## src/hw/rtl/crc16fr_pkg.sv

```systemverilog
`timescale 1ns / 1ps
package crc16fr_pkg;

    localparam logic [7:0]  START_BYTE = 8'h81;
    localparam logic [7:0]  STOP_BYTE  = 8'h00;
    localparam logic [7:0]  ACK_CTRL   = 8'hF0;
    localparam logic [7:0]  NACK_CTRL  = 8'hF1;
    localparam logic [15:0] CRC_POLY   = 16'h1021;
    localparam int          CTRL_FLAG_BIT = 7;
    localparam int          ACK_REQ_BIT   = 3;

    localparam logic [2:0] EV_PAYLOAD    = 3'd0;
    localparam logic [2:0] EV_FRAME_OK   = 3'd1;
    localparam logic [2:0] EV_CRC_ERR    = 3'd2;
    localparam logic [2:0] EV_DSTOP_MISS = 3'd3;
    localparam logic [2:0] EV_CTRL_FRAME = 3'd4;
    localparam logic [2:0] EV_CSTOP_MISS = 3'd5;
    localparam logic [2:0] EV_TX_BYTE    = 3'd6;

    localparam logic [2:0] CODE_INVALID  = 3'd5;
    localparam logic [3:0] CODE_MAX      = 4'd4;

    function automatic logic [15:0] crc16_byte(input logic [15:0] crc, input logic [7:0] b);
        logic [15:0] c;
        c = crc ^ {b, 8'h00};
        for (int i = 0; i < 8; i++) begin
            if (c[15]) begin
                c = {c[14:0], 1'b0} ^ CRC_POLY;
            end else begin
                c = {c[14:0], 1'b0};
            end
        end
        return c;
    endfunction

endpackage

```

## src/hw/rtl/crc16_frame_receiver_with_ack_top.sv

```systemverilog
`timescale 1ns / 1ps
// Serial frame receiver with CRC-16 check and ACK/NACK reply words.
// Input channel: i_rx_valid / o_rx_stall carry one received byte (i_rx_byte)
// per word. Output channel: o_res_valid / i_res_stall carry one result word
// (event, data byte, control code, payload length, last flag).
// Frames: 0x81, control byte, then either a stop byte (control frame) or
// count, payload, CRC high, CRC low, stop byte (data frame). Payload bytes
// stream out as they arrive; the verdict word follows at the stop byte, and
// a reply of three transmit words (81 F0 00 or 81 F1 00) may follow it.
// A result word is registered and appears in the cycle after the byte that
// causes it. Throughput: one byte per cycle while i_res_stall is low; a byte
// that causes a reply holds the input stalled until the last reply word is
// shown, since the result register drains one word per unstalled cycle.
// Reset (synchronous, active low) returns to hunting for the start byte and
// empties the result register.
// While the receiver stalls, the result word holds and the input stalls
// once the result register cannot take the next byte's word.
module crc16_frame_receiver_with_ack_top (
    input  logic       i_clk,
    input  logic       i_rst_n,
    input  logic       i_rx_valid,
    output logic       o_rx_stall,
    input  logic [7:0] i_rx_byte,
    output logic       o_res_valid,
    input  logic       i_res_stall,
    output logic [2:0] o_event_res,
    output logic [7:0] o_data_byte,
    output logic [2:0] o_control_code,
    output logic [7:0] o_payload_length,
    output logic       o_last
);
    import crc16fr_pkg::*;

    typedef enum logic [2:0] {
        PH_HUNT, PH_CTRL, PH_COUNT, PH_PAYLOAD, PH_CRC_HI, PH_CRC_LO, PH_DSTOP, PH_CSTOP
    } t_phase;

    t_phase      r_phase, n_phase;
    logic [7:0]  r_ctrl, n_ctrl;
    logic [7:0]  r_count, n_count;
    logic [7:0]  r_remain, n_remain;
    logic [15:0] r_crc, n_crc;
    logic [15:0] r_rx_crc, n_rx_crc;

    logic        r_valid, n_valid;
    logic [2:0]  r_event, n_event;
    logic [7:0]  r_data, n_data;
    logic [2:0]  r_code, n_code;
    logic [7:0]  r_len, n_len;
    logic        r_last, n_last;
    logic [1:0]  r_rem, n_rem;
    logic        r_nack, n_nack;

    logic        in_acc;
    logic        out_fire;
    logic [15:0] crc_in;

    assign out_fire   = r_valid && !i_res_stall;
    assign o_rx_stall = r_valid && !(out_fire && (r_rem == 2'd0));
    assign in_acc     = i_rx_valid && !o_rx_stall;
    assign crc_in     = (r_phase == PH_CTRL) ? 16'h0000 : r_crc;

    always_comb begin
        n_phase  = r_phase;
        n_ctrl   = r_ctrl;
        n_count  = r_count;
        n_remain = r_remain;
        n_crc    = r_crc;
        n_rx_crc = r_rx_crc;
        n_valid  = r_valid;
        n_event  = r_event;
        n_data   = r_data;
        n_code   = r_code;
        n_len    = r_len;
        n_last   = r_last;
        n_rem    = r_rem;
        n_nack   = r_nack;

        if (out_fire && (r_rem != 2'd0)) begin
            n_event = EV_TX_BYTE;
            n_code  = 3'd0;
            n_len   = 8'd0;
            n_last  = (r_rem == 2'd1);
            n_rem   = r_rem - 2'd1;
            case (r_rem)
                2'd3:    n_data = START_BYTE;
                2'd2:    n_data = r_nack ? NACK_CTRL : ACK_CTRL;
                default: n_data = STOP_BYTE;
            endcase
        end else if (in_acc) begin
            n_valid = 1'b0;
            n_data  = 8'd0;
            n_code  = 3'd0;
            n_len   = 8'd0;
            n_last  = 1'b1;
            n_rem   = 2'd0;
            unique case (r_phase)
                PH_HUNT: begin
                    if (i_rx_byte == START_BYTE) begin
                        n_phase = PH_CTRL;
                    end
                end
                PH_CTRL: begin
                    n_ctrl = i_rx_byte;
                    if (i_rx_byte[CTRL_FLAG_BIT]) begin
                        n_phase = PH_CSTOP;
                    end else begin
                        n_crc   = crc16_byte(crc_in, i_rx_byte);
                        n_phase = PH_COUNT;
                    end
                end
                PH_COUNT: begin
                    n_count  = i_rx_byte;
                    n_remain = i_rx_byte;
                    n_crc    = crc16_byte(crc_in, i_rx_byte);
                    n_phase  = (i_rx_byte == 8'd0) ? PH_CRC_HI : PH_PAYLOAD;
                end
                PH_PAYLOAD: begin
                    n_crc    = crc16_byte(crc_in, i_rx_byte);
                    n_valid  = 1'b1;
                    n_event  = EV_PAYLOAD;
                    n_data   = i_rx_byte;
                    n_remain = r_remain - 8'd1;
                    if (r_remain == 8'd1) begin
                        n_phase = PH_CRC_HI;
                    end
                end
                PH_CRC_HI: begin
                    n_rx_crc = {i_rx_byte, 8'h00};
                    n_phase  = PH_CRC_LO;
                end
                PH_CRC_LO: begin
                    n_rx_crc = {r_rx_crc[15:8], i_rx_byte};
                    n_phase  = PH_DSTOP;
                end
                PH_DSTOP: begin
                    n_valid = 1'b1;
                    n_len   = r_count;
                    n_phase = PH_HUNT;
                    if (i_rx_byte != STOP_BYTE) begin
                        n_event = EV_DSTOP_MISS;
                    end else if (r_rx_crc != r_crc) begin
                        n_event = EV_CRC_ERR;
                        n_rem   = 2'd3;
                        n_nack  = 1'b1;
                        n_last  = 1'b0;
                    end else begin
                        n_event = EV_FRAME_OK;
                        n_nack  = 1'b0;
                        if (r_ctrl[ACK_REQ_BIT]) begin
                            n_rem  = 2'd3;
                            n_last = 1'b0;
                        end
                    end
                end
                PH_CSTOP: begin
                    n_valid = 1'b1;
                    n_phase = PH_HUNT;
                    if (i_rx_byte != STOP_BYTE) begin
                        n_event = EV_CSTOP_MISS;
                    end else begin
                        n_event = EV_CTRL_FRAME;
                        n_code  = (r_ctrl[3:0] > CODE_MAX) ? CODE_INVALID : r_ctrl[2:0];
                    end
                end
                default: n_phase = PH_HUNT;
            endcase
        end else if (out_fire) begin
            n_valid = 1'b0;
        end
    end

    always_ff @(posedge i_clk) begin
        r_ctrl   <= n_ctrl;
        r_count  <= n_count;
        r_remain <= n_remain;
        r_crc    <= n_crc;
        r_rx_crc <= n_rx_crc;
        r_event  <= n_event;
        r_data   <= n_data;
        r_code   <= n_code;
        r_len    <= n_len;
        r_last   <= n_last;
        r_nack   <= n_nack;
        if (!i_rst_n) begin
            r_phase <= PH_HUNT;
            r_valid <= 1'b0;
            r_rem   <= 2'd0;
        end else begin
            r_phase <= n_phase;
            r_valid <= n_valid;
            r_rem   <= n_rem;
        end
    end

    assign o_res_valid      = r_valid;
    assign o_event_res      = r_event;
    assign o_data_byte      = r_data;
    assign o_control_code   = r_code;
    assign o_payload_length = r_len;
    assign o_last           = r_last;

endmodule

```

## config.mk

```make
export PLATFORM = sky130hd
export DESIGN_NAME = crc16_frame_receiver_with_ack_top
export DESIGN_NICKNAME = d
export VERILOG_FILES = /design/src/hw/rtl/crc16fr_pkg.sv /design/src/hw/rtl/crc16_frame_receiver_with_ack_top.sv
export SDC_FILE = /design/constraint.sdc
export NUM_CORES = 1
export LEC_CHECK = 0
export ABC_AREA = 1
export BUFFER_PORTS_ARGS = -buffer_cell sky130_fd_sc_hd__buf_2
export CAP_MARGIN = 15
export CORE_MARGIN = 2
export CORE_UTILIZATION = 60
export CTS_CLUSTER_SIZE = 16
export DETAILED_ROUTE_END_ITERATION = 16
export GPL_TIMING_DRIVEN = 0
export PLACE_DENSITY = 0.77
export RECOVER_POWER = 100
export SETUP_SLACK_MARGIN = 0.1
export SKIP_LAST_GASP = 1
export SLEW_MARGIN = 5
export SYNTH_ARGS = -nofsm -noshare
export SYNTH_HDL_FRONTEND = slang
export SYNTH_SLANG_ARGS = --single-unit
```

## constraint.sdc

```tcl
create_clock -name i_clk -period 9.35 [get_ports i_clk]
set_input_delay 0 -clock i_clk [delete_from_list [all_inputs] [get_ports i_clk]]
set_output_delay 0 -clock i_clk [all_outputs]
set_load 0.005 [all_outputs]
```

* Yosys cells after proc, flatten, opt, wreduce, memory -nomap -nowiden *
Cells that the tools add are included.
Widths: inputs -> output; s select.

word-level totals
  output and inout port bits = 25
  register bits after elaboration = 82
  logic and storage cells = 222
  bits of input ports = 12

operators by class
  bitwise gates (word level) = 26
  add/subtract/negate cells = 2
  equality and inequality tests = 16
  order comparisons = 1
  reduce and logical (&&, ||, !) cells = 31
  mux-type cells = 131

operators with widths
  operator             number
  $mux 16              72
  $mux 13              22
  $not 3->3            22
  $pmux 16 s3          1
  $mux 8               4
  $pmux 16 s2          1
  $pmux 8 s2           2
  $mux 3               7
  $pmux 3 s7           1
  $mux 2               8
  $ne 16x16->1         1
  $reduce_and 4->1     4
  $xor 16x16->16       1
  $eq 3x3->1 const B   4
  $mux 1               12
  $reduce_and 3->1     4
  $reduce_bool 2->1    5
  $pmux 3 s3           1
  $eq 8x1->1 const B   1
  $eq 8x8->1 const B   1
  $logic_not 8->1      1
  $reduce_bool 8->1    1
  $sub 8x1->8 const B  1
  $eq 3x2->1 const B   2
  15 further kinds     28

* Logic depth before layout (Yosys ltp) *
  depth in word-level cells = 49
  depth in mapped cells = 12
  mapped depth without buffers = 12

* Least setup slack after synthesis *
No wires, ideal clock.

  path type = flip-flop to flip-flop
  from = reg r_rem[0]
  to = reg r_crc[0], enable pin
  path buffers = 2
  required time = 8.920 ns
  stages on the path, launching flop included = 9
  period minus slack after synthesis = 3.257 ns
  arrival time = 2.826 ns
  setup time = 0.430 ns
  slack = 6.093 ns
  path through = dfxtp_1 -> inv_1 -> ha_1 -> inv_1 -> o21ai_1 -> nand2_1 -> buf_2 -> buf_1 -> nor4_1

between the ends
  word-level cells in the longest chain between the ends = 7
  elaborated cells on any way between the ends = 10
  classes of those cells = 1 x bitwise; 9 x reduce/logical

ends and longest elaborated chain
  element                       line                                      source
  from (decl)                   crc16_frame_receiver_with_ack_top.sv:51   logic [1:0] r_rem, n_rem;
  from (signal assigned)        crc16_frame_receiver_with_ack_top.sv:192  r_rem <= n_rem;
  $logic_not 2->1               crc16_frame_receiver_with_ack_top.sv:59   assign o_rx_stall = r_valid && !(out_fire && (r_rem == 2'd0));
  $logic_and 1x1->1             crc16_frame_receiver_with_ack_top.sv:59
  $logic_not 1->1               crc16_frame_receiver_with_ack_top.sv:59
  $logic_and 1x1->1             crc16_frame_receiver_with_ack_top.sv:59
  $logic_not 1->1               crc16_frame_receiver_with_ack_top.sv:60   assign in_acc = i_rx_valid && !o_rx_stall;
  $logic_and 1x1->1             crc16_frame_receiver_with_ack_top.sv:60
  $reduce_and 4->1 (no line) *  n/a
  to (signal assigned)          crc16_frame_receiver_with_ack_top.sv:177  r_crc <= n_crc;
  to (decl)                     crc16_frame_receiver_with_ack_top.sv:42   logic [15:0] r_crc, n_crc;

Mark *: on every way between the ends. The rest lies on a longest branch, timed or not.
A chain may end at the register's enable or synchronous reset.

* Final worst setup path *
  from = reg r_rem[0]
  to = reg r_crc[3], enable pin

The elaborated chain is that of the path after synthesis.

==> flow_summary.ini <==
[setup_path]
worstSetupPathType = reg -> reg
cpMostUsedCell = clkbuf_1
crit_required_ps = 9350
crit_arrival_ps = 3310
critPathTopFamily = buffers and inverters
crit_fanout = 10
slowest_delay_ps = 440
path_cells = inv_1 > ha_1 > inv_1 > o21ai_0 > nand2_1 > clkbuf_1 > clkbuf_1 > nor4_1 > clkbuf_1 > clkbuf_1
start_kind = flip-flop
cp_slowest_cell = clkbuf_1
path_buf_inv = 6
endpoint_kind = flip-flop

[sta]
slew_viol_final = 0
finClkSkew_ps = 13.14
worst_slew_pin_slew_ps = 1132
final_hold_viol_count = 0
period_minus_slack_ps = 3313
timing.setup.tns_ps = 0
slew_headroom = 0.2396
post-route-period-util = 0.3544
setup_viol = 0
rsz0062_at_grt = false
fmax_mhz = 301.8

[cells_and_area]
nets = 489
final_util = 0.6976
drive_above_1_share = 0.08632
syn2layout_area_growth_pct = 11.28
diodes = 0

[cts]
h-tree-depth = 3
clkTransAtPathRegs_ps = 100
cts-root-buf = clkbuf_8
clk_latency_ps = 360
cts_buffers = 9
cts_resized = 0
clock_sinks = 82
cts_tree = yes
cts_buffer_depth = 2

[yosys]
async_flop_share = 0
synth.top_cell.area_share = 0.4624
synth-main-ff-cell = edfxtp_1
ys_warn_count = 0
synthMuxAreaShare = 0
syn-cell-area_um2 = 4026
synthAdderAreaFrac = 0.02175
synth_area_per_cell_um2 = 9.797
synthSimpleGateAreaFrac = 0.1973
synth_compound_area_frac = 0.06743
synthTopCellsByArea = edfxtp_1, dfxtp_1, nand2_1, nor2_1, inv_1
ys_ff_latch = 82
yosysTopAreaCell = edfxtp_1
synth_top_family_by_area = simple AND/OR/NAND/NOR gates
yosysUniqueCellTypes = 37
syn-num-nets = 430
synth_xor_area_frac = 0.08919
ys_seq_area_frac = 0.5618
synth_cells = 411
synth-edff-count = 62

[power_and_ir_drop]
peakVddDrop_uv = 112.2
p_leak_uw = 0.001915
pwr_density_cell_nw_per_um2 = 176.2

[floorplanning]
fp.dieH_um = 85.92
die-area_um2 = 7382
core.rowCount = 29
core_area_um2 = 6422
initial_core_util = 0.6269
io_pins = 37
die_w_um = 85.92

[place]
post-dp-hpwl_um = 6034
routabilityCongestion = 0.8957
port_buffers = 36

[routing]
routedWlPerCell_um = 15.34
num_vias = 2977
first_pass_iters = 6
via_per_inst = 5.393
dr_wl_met2_um = 4086
drt_iter0_markers = 196
drc = 0
wl_met1_um = 3577
top_layer_used = met4
wl_um = 8466
wl_met3_um = 627
ant_nets = 0

[global_route]
grtUsageTotal = 0.2426
grt_pass1_vias = 2839
grt_pass1_wl_um = 13430
antenna_found_initial = 0
grt_start_max_net_pins = 16
grt.overflow.total = 0

[run]
maxCapViolCount = 0

[run_status]
status = finished, final reports clean

[min_path]
min_path_type = in -> reg
path summary, 6_finish.rpt:
check / start / endpoint / slack, ps / depth (start not counted)
max: r_rem[0] / r_crc[3] / 6040 / 10
min: i_rx_byte[5] / r_count[5] / 110 / 1
max reg2reg: r_rem[0] / r_crc[3] / 6040 / 10
min reg2reg: o_event_res[2] / o_event_res[2] / 460 / 2
through the flow:
step	cells	power, uW	cell area, um2	hold WS [ps]	worst slack, ps
floorplan	411	528.1	4026	97.63	6093
global placement	524	556.0	4303	226.0	5077
detailed placement	526	561.6	4324	230.8	6519
CTS	551	801.7	4603	3.396	6491
global route	552	820.0	4481	120.8	5767
finish	552	789.3	4481	112.0	6037
power by group:
part | total [uW] | leakage (uW) | switching, uW | internal (uW)
registers | 430 | 0.000730 | 10.9 | 419
clock network | 244 | 0.0000931 | 138 | 106
logic | 115 | 0.00109 | 71.8 | 43.5
total | 789 | 0.00192 | 220 | 569
worst register-to-register path, delay by kind of cell (launching register included):
family | cells | cell delay (ps)
DFF | 1 | 360
AOI/OAI and AO/OA | 1 | 280
buffers and inverters | 6 | 1610
and+or+nand+nor | 2 | 500
adders and majority gates | 1 | 190
layout by cell type, fill, tap and decap left out:
cell type      instances
a31oi_1                2
xor2_4                 3
nand4_1                2
nand3_1               12
clkbuf_1              30
a22oi_1                1
nor2_2                 1
a211o_1                1
o31ai_1                2
inv_6                  1
xnor2_1               11
clkbuf_8              10
inv_1                 57
nor4_1                 1
ha_1                   7
dlygate4sd3_1          9
o22ai_1                2
edfxtp_1              62
inv_2                  1
nand2_4                2
nor3_1                 3
buf_2                 16
nor3_4                 1
xor2_1                15
clkinv_1               1
a21oi_1                8
clkinvlp_4             1
clkinv_4               4
o21ai_0               19
nand3b_1               1
nor2_1                64
nand2_1               96
a32o_1                 8
nand4_2                1
dfxtp_1               20
routing by layer:
layer | track usage | vias to the layer above
li1 | - | 1450
met1 | 0.3184 | 1404
met2 | 0.3946 | 106
met3 | 0.05005 | 17
met4 | 0.09957 | 0
met5 | 0 | -
state kept, by name, summed over array words and instances, names as in the netlist:
| signal | flops |
|---|---|
| r_crc | 16 |
| o_data_byte | 8 |
| o_last | 1 |
| r_ctrl | 4 |
| r_rem | 2 |
| r_phase | 3 |
| o_payload_length | 8 |
| o_res_valid | 1 |
| r_remain | 8 |
| r_rx_crc | 16 |
| o_control_code | 3 |
| o_event_res | 3 |
| r_nack | 1 |
| r_count | 8 |
timing repair:
action / CTS / global route
endpoints found under the hold margin: 20 / 0
hold buffers: 9 / 0
buffers inserted: 0 / 0
cell usage after synthesis, types with 2 or more instances:
library cell / n
dfxtp_1: 20
xnor2_1: 7
nand2_1: 94
a21oi_1: 8
nand2_4: 3
edfxtp_1: 62
nand3_1: 11
o21ai_0: 16
buf_2: 3
a32o_1: 8
xnor2_2: 4
inv_1: 55
inv_2: 3
nor2_1: 63
xor2_1: 14
xor2_4: 4
o31ai_1: 2
clkbuf_1: 3
o22ai_1: 2
ha_1: 7
nor3_1: 2
o21ai_1: 3
nand4_1: 2
a31oi_1: 2
cell type report:
cell class,count,area [um2]
clock inverters,6,51.30
multi-input cells,263,1429
plain buffers,7,26.28
fillers,518,1942
well taps,77,96.34
clock buffers,10,137.6
repair buffers,48,256.5
flip-flops and latches,82,2262
inverters,59,221.5
cells by family after synthesis:
kind of cell             Yosys count
flip-flops                        82
buffers and inverters             66
AND/OR/NAND/NOR                  184
adder cells (fa/ha/maj)            7
AO/OA/AOI/OAI                     43
XOR/XNOR                          29
Note: power is estimated with default switching activity, not from simulation.
